## src/rtl/core/pae_pkg.sv

```systemverilog
// Shared types, codes and defaults for the positional array engine.
`timescale 1ns / 1ps

package pae_pkg;

  localparam int DEPTH_DEFAULT = 128;

  typedef enum logic [2:0] {
    OP_CLEAR  = 3'd0,
    OP_INSERT = 3'd1,
    OP_DELETE = 3'd2,
    OP_SEARCH = 3'd3,
    OP_READ   = 3'd4
  } op_t;

  typedef enum logic [2:0] {
    ST_OK       = 3'd0,
    ST_FULL     = 3'd1,
    ST_EMPTY    = 3'd2,
    ST_BADPOS   = 3'd3,
    ST_NOTFOUND = 3'd4
  } st_t;

  // What the entry mover does with each read beat.
  typedef enum logic [1:0] {
    MV_INS,
    MV_DEL,
    MV_SCAN,
    MV_READ
  } mv_mode_t;

  typedef enum logic [2:0] {
    S_IDLE,
    S_DECIDE,
    S_MOVE,
    S_PUT,
    S_SCAN,
    S_READ,
    S_DONE
  } state_t;

  typedef struct packed {
    logic     capture;
    logic     mv_load;
    mv_mode_t mv_mode;
    logic     mv_run;
    logic     put_val;
    logic     cnt_clear;
    logic     cnt_inc;
    logic     cnt_dec;
    logic     res_load;
    st_t      res_status;
    logic     res_rd;
    logic     res_found;
  } pae_cmd_t;

  typedef struct packed {
    op_t  op;
    logic empty;
    logic full;
    logic ins_pos_ok;
    logic pos_ok;
    logic mv_busy;
    logic match;
  } pae_stat_t;

endpackage

```

## src/rtl/core/pae_ctrl.sv

```systemverilog
// Controller state machine: sequences one command through the datapath.
`timescale 1ns / 1ps

module pae_ctrl (
  input  logic                clk,
  input  logic                rst,
  input  logic                start,
  input  pae_pkg::pae_stat_t  stat,
  output pae_pkg::pae_cmd_t   cmd,
  output logic                busy,
  output logic                done
);

  pae_pkg::state_t state, state_next;

  always_ff @(posedge clk) begin
    if (rst) begin
      state <= pae_pkg::S_IDLE;
    end else begin
      state <= state_next;
    end
  end

  // next state
  always_comb begin
    state_next = state;
    case (state)
      pae_pkg::S_IDLE: begin
        if (start) state_next = pae_pkg::S_DECIDE;
      end
      pae_pkg::S_DECIDE: begin
        case (stat.op)
          pae_pkg::OP_INSERT: begin
            if (stat.full || !stat.ins_pos_ok) state_next = pae_pkg::S_DONE;
            else state_next = pae_pkg::S_MOVE;
          end
          pae_pkg::OP_DELETE: begin
            if (stat.empty || !stat.pos_ok) state_next = pae_pkg::S_DONE;
            else state_next = pae_pkg::S_MOVE;
          end
          pae_pkg::OP_SEARCH: state_next = pae_pkg::S_SCAN;
          pae_pkg::OP_READ: begin
            if (stat.empty || !stat.pos_ok) state_next = pae_pkg::S_DONE;
            else state_next = pae_pkg::S_READ;
          end
          default: state_next = pae_pkg::S_DONE;
        endcase
      end
      pae_pkg::S_MOVE: begin
        if (!stat.mv_busy) begin
          if (stat.op == pae_pkg::OP_INSERT) state_next = pae_pkg::S_PUT;
          else state_next = pae_pkg::S_DONE;
        end
      end
      pae_pkg::S_PUT: state_next = pae_pkg::S_DONE;
      pae_pkg::S_SCAN: begin
        if (stat.match || !stat.mv_busy) state_next = pae_pkg::S_DONE;
      end
      pae_pkg::S_READ: begin
        if (!stat.mv_busy) state_next = pae_pkg::S_DONE;
      end
      pae_pkg::S_DONE: state_next = pae_pkg::S_IDLE;
      default: state_next = pae_pkg::S_IDLE;
    endcase
  end

  // outputs
  always_comb begin
    cmd = '0;
    cmd.mv_mode = pae_pkg::MV_SCAN;
    cmd.res_status = pae_pkg::ST_OK;
    busy = 1'b1;
    done = 1'b0;
    case (state)
      pae_pkg::S_IDLE: begin
        busy = 1'b0;
        cmd.capture = start;
      end
      pae_pkg::S_DECIDE: begin
        case (stat.op)
          pae_pkg::OP_CLEAR: begin
            cmd.cnt_clear = 1'b1;
            cmd.res_load = 1'b1;
          end
          pae_pkg::OP_INSERT: begin
            if (stat.full) begin
              cmd.res_load = 1'b1;
              cmd.res_status = pae_pkg::ST_FULL;
            end else if (!stat.ins_pos_ok) begin
              cmd.res_load = 1'b1;
              cmd.res_status = pae_pkg::ST_BADPOS;
            end else begin
              cmd.mv_load = 1'b1;
              cmd.mv_mode = pae_pkg::MV_INS;
            end
          end
          pae_pkg::OP_DELETE: begin
            if (stat.empty) begin
              cmd.res_load = 1'b1;
              cmd.res_status = pae_pkg::ST_EMPTY;
            end else if (!stat.pos_ok) begin
              cmd.res_load = 1'b1;
              cmd.res_status = pae_pkg::ST_BADPOS;
            end else begin
              cmd.mv_load = 1'b1;
              cmd.mv_mode = pae_pkg::MV_DEL;
            end
          end
          pae_pkg::OP_SEARCH: begin
            cmd.mv_load = 1'b1;
            cmd.mv_mode = pae_pkg::MV_SCAN;
          end
          pae_pkg::OP_READ: begin
            if (stat.empty) begin
              cmd.res_load = 1'b1;
              cmd.res_status = pae_pkg::ST_EMPTY;
            end else if (!stat.pos_ok) begin
              cmd.res_load = 1'b1;
              cmd.res_status = pae_pkg::ST_BADPOS;
            end else begin
              cmd.mv_load = 1'b1;
              cmd.mv_mode = pae_pkg::MV_READ;
            end
          end
          default: begin
            cmd.res_load = 1'b1;
          end
        endcase
      end
      pae_pkg::S_MOVE: begin
        cmd.mv_run = 1'b1;
        if (!stat.mv_busy && stat.op != pae_pkg::OP_INSERT) begin
          cmd.cnt_dec = 1'b1;
          cmd.res_load = 1'b1;
        end
      end
      pae_pkg::S_PUT: begin
        cmd.put_val = 1'b1;
        cmd.cnt_inc = 1'b1;
        cmd.res_load = 1'b1;
      end
      pae_pkg::S_SCAN: begin
        cmd.mv_run = !stat.match;
        if (stat.match) begin
          cmd.res_load = 1'b1;
          cmd.res_found = 1'b1;
        end else if (!stat.mv_busy) begin
          cmd.res_load = 1'b1;
          cmd.res_status = pae_pkg::ST_NOTFOUND;
        end
      end
      pae_pkg::S_READ: begin
        cmd.mv_run = 1'b1;
        if (!stat.mv_busy) begin
          cmd.res_load = 1'b1;
          cmd.res_rd = 1'b1;
        end
      end
      pae_pkg::S_DONE: begin
        done = 1'b1;
      end
      default: begin
        busy = 1'b1;
      end
    endcase
  end

endmodule

```

## src/rtl/core/pae_dpath.sv

```systemverilog
// Datapath: entry memory, entry count, entry mover and result registers.
`timescale 1ns / 1ps

module pae_dpath #(
  parameter int DEPTH = pae_pkg::DEPTH_DEFAULT
) (
  input  logic                clk,
  input  logic                rst,
  input  pae_pkg::pae_cmd_t   cmd,
  output pae_pkg::pae_stat_t  stat,
  input  logic [2:0]          opcode,
  input  logic [7:0]          position,
  input  logic [31:0]         data_value,
  output logic [2:0]          status,
  output logic [31:0]         read_value,
  output logic [7:0]          found_position,
  output logic [7:0]          entry_count
);

  localparam int AW   = (DEPTH > 1) ? $clog2(DEPTH) : 1;
  localparam int CW   = $clog2(DEPTH + 1);
  localparam int CMPW = ((CW > 8) ? CW : 8) + 1;

  logic [31:0] mem [DEPTH];

  // captured command
  pae_pkg::op_t op_q;
  logic [7:0]   pos_q;
  logic [31:0]  val_q;

  logic [CW-1:0] count;

  // mover
  pae_pkg::mv_mode_t mode;
  logic [AW-1:0]     rd_addr;
  logic [AW-1:0]     raddr_q;
  logic [CW-1:0]     remain;
  logic              rvalid;
  logic [31:0]       rdata;
  logic              rd_en;

  logic [CMPW-1:0] pos_w, cnt_w;
  logic            we;
  logic [AW-1:0]   waddr;
  logic [31:0]     wdata;
  logic [AW:0]     hit_pos;

  pae_pkg::st_t st_q;
  logic [31:0]  rd_val_q;
  logic [7:0]   found_q;

  assign pos_w = CMPW'(pos_q);
  assign cnt_w = CMPW'(count);

  always_ff @(posedge clk) begin
    if (cmd.capture) begin
      op_q  <= pae_pkg::op_t'(opcode);
      pos_q <= position;
      val_q <= data_value;
    end
  end

  always_ff @(posedge clk) begin
    if (rst) begin
      count <= '0;
    end else if (cmd.cnt_clear) begin
      count <= '0;
    end else if (cmd.cnt_inc) begin
      count <= count + CW'(1);
    end else if (cmd.cnt_dec) begin
      count <= count - CW'(1);
    end
  end

  assign rd_en = cmd.mv_run && (remain != '0);

  always_ff @(posedge clk) begin
    if (rst) begin
      remain <= '0;
      rvalid <= 1'b0;
    end else if (cmd.mv_load) begin
      rvalid <= 1'b0;
      case (cmd.mv_mode)
        pae_pkg::MV_INS:  remain <= CW'(cnt_w - pos_w + CMPW'(1));
        pae_pkg::MV_DEL:  remain <= CW'(cnt_w - pos_w);
        pae_pkg::MV_SCAN: remain <= count;
        pae_pkg::MV_READ: remain <= CW'(1);
        default:          remain <= '0;
      endcase
    end else begin
      rvalid <= rd_en;
      if (rd_en) remain <= remain - CW'(1);
    end
  end

  always_ff @(posedge clk) begin
    if (cmd.mv_load) begin
      mode <= cmd.mv_mode;
      case (cmd.mv_mode)
        pae_pkg::MV_INS:  rd_addr <= AW'(cnt_w - CMPW'(1));
        pae_pkg::MV_DEL:  rd_addr <= AW'(pos_w);
        pae_pkg::MV_SCAN: rd_addr <= '0;
        pae_pkg::MV_READ: rd_addr <= AW'(pos_w - CMPW'(1));
        default:          rd_addr <= '0;
      endcase
    end else if (rd_en) begin
      // insert walks down from the top, everything else walks up
      if (mode == pae_pkg::MV_INS) rd_addr <= rd_addr - AW'(1);
      else rd_addr <= rd_addr + AW'(1);
    end
  end

  // memory write: either a moved entry or the inserted value
  assign we = cmd.put_val ||
              (rvalid && (mode == pae_pkg::MV_INS || mode == pae_pkg::MV_DEL));

  always_comb begin
    if (cmd.put_val) begin
      waddr = AW'(pos_w - CMPW'(1));
      wdata = val_q;
    end else if (mode == pae_pkg::MV_INS) begin
      waddr = raddr_q + AW'(1);
      wdata = rdata;
    end else begin
      waddr = raddr_q - AW'(1);
      wdata = rdata;
    end
  end

  always_ff @(posedge clk) begin
    if (we) mem[waddr] <= wdata;
  end

  always_ff @(posedge clk) begin
    if (rd_en) begin
      rdata   <= mem[rd_addr];
      raddr_q <= rd_addr;
    end
  end

  assign hit_pos = {1'b0, raddr_q} + (AW + 1)'(1);

  always_ff @(posedge clk) begin
    if (cmd.res_load) begin
      st_q     <= cmd.res_status;
      rd_val_q <= cmd.res_rd ? rdata : 32'd0;
      found_q  <= cmd.res_found ? 8'(hit_pos) : 8'd0;
    end
  end

  always_comb begin
    stat.op         = op_q;
    stat.empty      = (count == '0);
    stat.full       = (count == CW'(DEPTH));
    stat.ins_pos_ok = (pos_q != 8'd0) && (pos_w <= cnt_w + CMPW'(1));
    stat.pos_ok     = (pos_q != 8'd0) && (pos_w <= cnt_w);
    stat.mv_busy    = (remain != '0) || rvalid;
    stat.match      = rvalid && (rdata == val_q);
  end

  assign status         = st_q;
  assign read_value     = rd_val_q;
  assign found_position = found_q;
  assign entry_count    = 8'(count);

endmodule

```

## src/rtl/core/positional_array_engine_unit.sv

```systemverilog
// Top level of the positional array engine: controller plus datapath.
`timescale 1ns / 1ps
//
// Ordered store of up to DEPTH signed 32-bit entries with an entry count.
// Command channel: a beat (opcode, position, data_value) is taken at a clock
// edge where start is high and busy is low. busy stays high until the
// result has been shown, so one command is in flight at a time.
// Result channel: done is high for exactly one cycle; status, read_value,
// found_position and entry_count are valid in that cycle. The receiver has
// no back-pressure and must take the beat when done is high.
// Clear, rejected commands and unknown opcodes finish without moving any
// entries. Read fetches the one entry at the position; insert and delete
// shift the entries between the position and the count; search scans from
// the first entry until a match or the end of the stored entries. The
// memory has one read and one write port, so shifting or scanning moves
// one entry per cycle.
// Reset (rst, synchronous) empties the store and idles the controller;
// entry contents are not cleared, since nothing past the count is read.
//
module positional_array_engine_unit #(
  parameter int DEPTH = pae_pkg::DEPTH_DEFAULT
) (
  input  logic               clk,
  input  logic               rst,
  input  logic               start,
  output logic               busy,
  input  logic [2:0]         opcode,
  input  logic [7:0]         position,
  input  logic signed [31:0] data_value,
  output logic               done,
  output logic [2:0]         status,
  output logic signed [31:0] read_value,
  output logic [7:0]         found_position,
  output logic [7:0]         entry_count
);

  pae_pkg::pae_cmd_t  cmd;
  pae_pkg::pae_stat_t stat;

  // sequencing only; no payload passes through here
  pae_ctrl u_ctrl (
    .clk   (clk),
    .rst   (rst),
    .start (start),
    .stat  (stat),
    .cmd   (cmd),
    .busy  (busy),
    .done  (done)
  );

  // storage, count, mover and result registers
  pae_dpath #(
    .DEPTH (DEPTH)
  ) u_dpath (
    .clk            (clk),
    .rst            (rst),
    .cmd            (cmd),
    .stat           (stat),
    .opcode         (opcode),
    .position       (position),
    .data_value     (data_value),
    .status         (status),
    .read_value     (read_value),
    .found_position (found_position),
    .entry_count    (entry_count)
  );

endmodule

```

## config.mk

```make
export PLATFORM = sky130hd
export DESIGN_NAME = positional_array_engine_unit
export DESIGN_NICKNAME = d
export VERILOG_FILES = /design/src/rtl/core/pae_pkg.sv /design/src/rtl/core/pae_ctrl.sv /design/src/rtl/core/pae_dpath.sv /design/src/rtl/core/positional_array_engine_unit.sv
export SDC_FILE = /design/constraint.sdc
export NUM_CORES = 2
export LEC_CHECK = 0
export BUFFER_PORTS_ARGS = -buffer_cell sky130_fd_sc_hd__buf_2
export CORE_UTILIZATION = 50
export DETAILED_ROUTE_END_ITERATION = 8
export GPL_ROUTABILITY_DRIVEN = 0
export PLACE_DENSITY = 0.67
export RECOVER_POWER = 50
export SLEW_MARGIN = 20
export SYNTH_ARGS = -nofsm -noshare
export SYNTH_HDL_FRONTEND = slang
export SYNTH_SLANG_ARGS = --single-unit
export TNS_END_PERCENT = 100
```

## constraint.sdc

```tcl
create_clock -name clk -period 6.4 [get_ports clk]
set_input_delay 0.32 -clock clk [delete_from_list [all_inputs] [get_ports clk]]
set_output_delay 0.32 -clock clk [all_outputs]
set_load 0.01 [all_outputs]
```

==> metrics.txt <==
# TYPE chip_impl_metric gauge
chip_impl_info{name="outcome",value="finished with violations"} 1
chip_impl_info{name="violated_checks",value="DRC, capacitance limit, slew limit"} 1
chip_impl_metric{name="worst_slew_pin_slew",unit="ns"} 3.42
chip_impl_metric{name="ff2ff_setup_slack",unit="ns"} 0.61
chip_impl_metric{name="worst_ep_required_time",unit="ns"} 6.99
chip_impl_metric{name="power.ir.vdd_worst",unit="mV"} 0.491
chip_impl_metric{name="asyncSetResetFlopFracSynth",unit="%"} 0
chip_impl_metric{name="max-clock-path-buffers",unit=""} 4
chip_impl_info{name="worstReg2RegStart",value="u_ctrl.state[1]"} 1
chip_impl_metric{name="clock_latency",unit="ns"} 0.99
chip_impl_metric{name="vias_per_cell",unit=""} 6.45
chip_impl_metric{name="via_count_of_the_first_global_routing_pass",unit=""} 76000
chip_impl_metric{name="dp.final_hpwl",unit="um"} 254000
chip_impl_metric{name="detail_route.iter0.violations",unit=""} 10700
chip_impl_metric{name="wl_per_cell",unit="um"} 35.6
chip_impl_metric{name="drive_above_1_share",unit="%"} 31.7
chip_impl_metric{name="rows",unit=""} 209
chip_impl_metric{name="initial_antenna_violation_count",unit=""} 47
chip_impl_info{name="r2r_end",value="u_dpath.mem[89][21]"} 1
chip_impl_info{name="critical_path_class",value="reg -> reg"} 1
chip_impl_metric{name="track_usage",unit="%"} 25.6
chip_impl_metric{name="clkTransAtPathRegs",unit="ns"} 0.06
chip_impl_metric{name="postRouteAntennaNets",unit=""} 0
chip_impl_metric{name="largest_net_degree_at_the_start_of_global_routing",unit=""} 130
chip_impl_metric{name="fillerInstances",unit=""} 22900
chip_impl_metric{name="synth_seq_area_share",unit="%"} 77.7
chip_impl_metric{name="synthToLayoutAreaGrowth",unit="%"} 13.4
chip_impl_info{name="worst_hold_path_type",value="in -> reg"} 1
chip_impl_metric{name="synth_cells",unit=""} 6688
chip_impl_metric{name="cellPowerDensity",unit="nW/um2"} 472
chip_impl_metric{name="synth_largest_type_area_fraction",unit="%"} 77.4
chip_impl_metric{name="cts-buffers-inserted",unit=""} 416
chip_impl_metric{name="drv_slew",unit=""} 2021
chip_impl_metric{name="synth.avg_cell_area",unit="um2"} 24.5
chip_impl_metric{name="timing.final.setup_violations",unit=""} 0
chip_impl_metric{name="cts_repair_resized_insts",unit=""} 0
chip_impl_info{name="grt_setup_unrepaired",value="no"} 1
chip_impl_metric{name="yosysUniqueCellTypes",unit=""} 61
chip_impl_info{name="synthFlopType",value="sky130_fd_sc_hd__edfxtp_1"} 1
chip_impl_metric{name="detail_route.wirelength",unit="um"} 422000
chip_impl_metric{name="crit_path_max_fanout",unit=""} 54
chip_impl_metric{name="cts.htree.levels",unit=""} 5
chip_impl_metric{name="worstRegToRegCells",unit=""} 5
chip_impl_metric{name="synthesis.area",unit="um2"} 164000
chip_impl_info{name="synth.top_cells.by_area",value="sky130_fd_sc_hd__edfxtp_1 (77%), sky130_fd_sc_hd__mux4_2 (18%), sky130_fd_sc_hd__mux2_2 (0.45%)"} 1
chip_impl_metric{name="timing.max_slew.rel_slack",unit="%"} -128
chip_impl_metric{name="synth_edf_count",unit=""} 4230
chip_impl_metric{name="min_delay_path_depth",unit=""} 2
chip_impl_metric{name="worstPathArrival",unit="ns"} 6.37
chip_impl_metric{name="period_needed",unit="ns"} 5.79
chip_impl_metric{name="routed_via_count",unit=""} 76600
chip_impl_metric{name="final_util",unit="%"} 57.2
chip_impl_metric{name="post_cts_buffers",unit=""} 0
chip_impl_metric{name="syn_nets",unit=""} 6777
chip_impl_metric{name="clock-sinks",unit=""} 4250
chip_impl_metric{name="fp.coreArea",unit="um2"} 325000
chip_impl_metric{name="fin_nets",unit=""} 7251
chip_impl_metric{name="drcViolationCount",unit=""} 3
chip_impl_metric{name="cts.hold.buffers_added",unit=""} 45
chip_impl_info{name="min_from",value="data_value[0]"} 1
chip_impl_metric{name="io_buffer_count",unit=""} 98
chip_impl_metric{name="clock_skew",unit="ns"} 0.0348
chip_impl_info{name="critPathCaptureType",value="register"} 1
chip_impl_info{name="cts_tree",value="yes"} 1
chip_impl_metric{name="initial_standard_cell_utilization_of_the_core",unit="%"} 50.4
chip_impl_metric{name="period_share",unit="%"} 90.5
chip_impl_metric{name="die_area",unit="um2"} 330000
chip_impl_metric{name="io_pins",unit=""} 99
chip_impl_metric{name="p_leak",unit="nW"} 57.2
chip_impl_metric{name="grt_remaining_overflow",unit=""} 0
chip_impl_info{name="synth_largest_area_cell",value="sky130_fd_sc_hd__edfxtp_1"} 1
chip_impl_metric{name="die_y",unit="um"} 575
chip_impl_info{name="critical_path.startpoint_type",value="register"} 1
chip_impl_info{name="ctsRootBufferMaster",value="sky130_fd_sc_hd__clkbuf_16"} 1
chip_impl_metric{name="yosysWarningCount",unit=""} 0
chip_impl_metric{name="synth-seq-cells",unit=""} 4250
chip_impl_metric{name="die_width",unit="um"} 575
chip_impl_metric{name="setup-tns-final",unit="ns"} 0
chip_impl_metric{name="grt_pass1_wl",unit="um"} 594000
chip_impl_metric{name="timing.max_cap.violations",unit=""} 29
chip_impl_info{name="hold_path_end",value="u_dpath.val_q[0]"} 1
chip_impl_metric{name="hold_violations",unit=""} 0
chip_impl_metric{name="fmax",unit="MHz"} 173
chip_impl_metric{name="firstDrtPassIters",unit=""} 9
==> state kept, by name, summed over array words and instances, names as in the netlist <==
| name | flops |
|---|---|
| u_dpath.mem | 4096 |
| u_dpath.rdata | 32 |
| u_dpath.read_value | 32 |
| u_dpath.mode | 2 |
| u_ctrl.state | 3 |
| u_dpath.pos_q | 8 |
| u_dpath.entry_count | 8 |
| u_dpath.val_q | 32 |
| u_dpath.op_q | 3 |
| u_dpath.status | 3 |
| u_dpath.raddr_q | 7 |
| u_dpath.rvalid | 1 |
| u_dpath.rd_addr | 7 |
| u_dpath.found_position | 8 |
| u_dpath.remain | 8 |
==> kinds of logic (layout without fill, tap and decap cells) <==
kind of cell / after synthesis / count (layout) / synth area share (%)
adder cells (fa/ha/maj): 43 / 43 / 0.346
other: 0 / 34 / 0
flip-flops: 4250 / 4250 / 77.7
multiplexers: 1419 / 1419 / 19.0
XOR/XNOR: 90 / 90 / 0.481
AND/OR/NAND/NOR: 394 / 394 / 1.09
AO/OA/AOI/OAI: 121 / 121 / 0.483
buffers and inverters: 371 / 1190 / 0.954
==> per-stage QoR <==
step	hold slack (ns)	std cells	area (um2)	worst slack, ns	power [mW]
after floorplan	0.419	6688	164000	1.75	52.0
after global placement	0.500	11000	172000	0.569	63.6
after detailed placement	0.498	11000	172000	1.46	64.0
after CTS	0.00664	11800	186000	1.44	87.8
after global routing	0.0396	11900	186000	0.506	90.0
final	0.0631	11900	186000	0.611	87.7
==> where the power goes <==
| part | internal [mW] | switching [mW] | leakage [nW] |
|---|---|---|---|
| Clock | 13.6 | 10.4 | 6.53 |
| Sequential | 35.7 | 0.631 | 38.2 |
| Combinational | 9.60 | 17.7 | 12.5 |
| Total | 59.0 | 28.7 | 57.2 |
==> layout make-up <==
cell class                      count  area, um2  area share, %
Sequential cell                  4250     127000           68.5
Multi-Input combinational cell   2067      36200           19.5
Clock buffer                      502      10900           5.84
Tap cell                         4325       5410           2.91
Timing Repair Buffer              393       3360           1.81
Clock inverter                    261       2460           1.32
Inverter                           34        128         0.0686
Antenna cell                       34       85.1         0.0458
==> routing by layer <==
layer | routed length, um | global-route usage [%] | share of wire, % | vias up
li1 | - | - | - | 29900
met1 | 167000 | 37.3 | 39 | 41800
met2 | 196000 | 38.8 | 46 | 4222
met3 | 43800 | 5.87 | 10 | 625
met4 | 15500 | 8.63 | 3.7 | 22
met5 | 228 | 0.201 | 0.054 | -
==> cells in the mapped netlist, types with 4 or more instances <==
cell,number
sky130_fd_sc_hd__mux4_2,1344
sky130_fd_sc_hd__nand3_1,25
sky130_fd_sc_hd__o21a_1,4
sky130_fd_sc_hd__nor2b_1,10
sky130_fd_sc_hd__nand4_1,5
sky130_fd_sc_hd__nand2_1,78
sky130_fd_sc_hd__a21o_1,13
sky130_fd_sc_hd__fa_1,4
sky130_fd_sc_hd__dfxtp_1,20
sky130_fd_sc_hd__o21ai_0,20
sky130_fd_sc_hd__inv_1,33
sky130_fd_sc_hd__xnor2_1,38
sky130_fd_sc_hd__nor3b_1,5
sky130_fd_sc_hd__a21oi_1,36
sky130_fd_sc_hd__edfxtp_1,4230
sky130_fd_sc_hd__xor2_1,52
sky130_fd_sc_hd__and3_1,8
sky130_fd_sc_hd__o221ai_1,4
sky130_fd_sc_hd__a211oi_1,7
sky130_fd_sc_hd__buf_1,52
sky130_fd_sc_hd__nor4_1,11
sky130_fd_sc_hd__buf_6,5
sky130_fd_sc_hd__ha_1,39
sky130_fd_sc_hd__and2_1,34
sky130_fd_sc_hd__buf_2,105
sky130_fd_sc_hd__clkbuf_1,174
sky130_fd_sc_hd__mux2_2,66
sky130_fd_sc_hd__nor3_1,14
sky130_fd_sc_hd__mux2i_1,9
sky130_fd_sc_hd__nor2_1,184
sky130_fd_sc_hd__or3_1,8
==> cell usage in the layout, fill, tap and decap left out, types with 36 or more instances in the layout <==
master,synthesis,final
sky130_fd_sc_hd__ha_1,39,39
sky130_fd_sc_hd__buf_4,1,170
sky130_fd_sc_hd__a21oi_1,36,36
sky130_fd_sc_hd__buf_12,0,43
sky130_fd_sc_hd__nand2_1,78,71
sky130_fd_sc_hd__clkinv_1,1,106
sky130_fd_sc_hd__mux4_2,1344,1344
sky130_fd_sc_hd__xor2_1,52,52
sky130_fd_sc_hd__clkinv_2,0,86
sky130_fd_sc_hd__edfxtp_1,4230,4230
sky130_fd_sc_hd__xnor2_1,38,38
sky130_fd_sc_hd__nor2_4,0,128
sky130_fd_sc_hd__clkbuf_1,174,164
sky130_fd_sc_hd__bufinv_16,0,38
sky130_fd_sc_hd__dlygate4sd3_1,0,45
sky130_fd_sc_hd__nor2_1,184,56
sky130_fd_sc_hd__clkbuf_16,0,422
==> worst max-delay path, cell delays in order, from the launching register on <==
cell	delay [ns]
sky130_fd_sc_hd__dfxtp_1	0.42
sky130_fd_sc_hd__nor2b_1	0.25
sky130_fd_sc_hd__nand2_4	0.48
sky130_fd_sc_hd__clkbuf_1	1.93
sky130_fd_sc_hd__mux2_4	1.10
sky130_fd_sc_hd__clkbuf_2	1.00
==> worst max path at each step <==
stage                     cells after the start  slack [ns]               from                  end
after CTS                                     8        1.44    u_ctrl.state[1]   u_dpath.mem[0][14]
final                                         5        0.61    u_ctrl.state[1]  u_dpath.mem[89][21]
after global placement                        7        0.57  u_dpath.rdata[12]    u_dpath.remain[2]
after global routing                          5        0.51    u_ctrl.state[1]  u_dpath.mem[89][21]
after detailed placement                      8        1.46    u_ctrl.state[1]   u_dpath.mem[80][8]
after floorplan                              12        1.75    u_dpath.mode[1]   u_dpath.mem[53][0]
(Power assumes the default switching activity.)
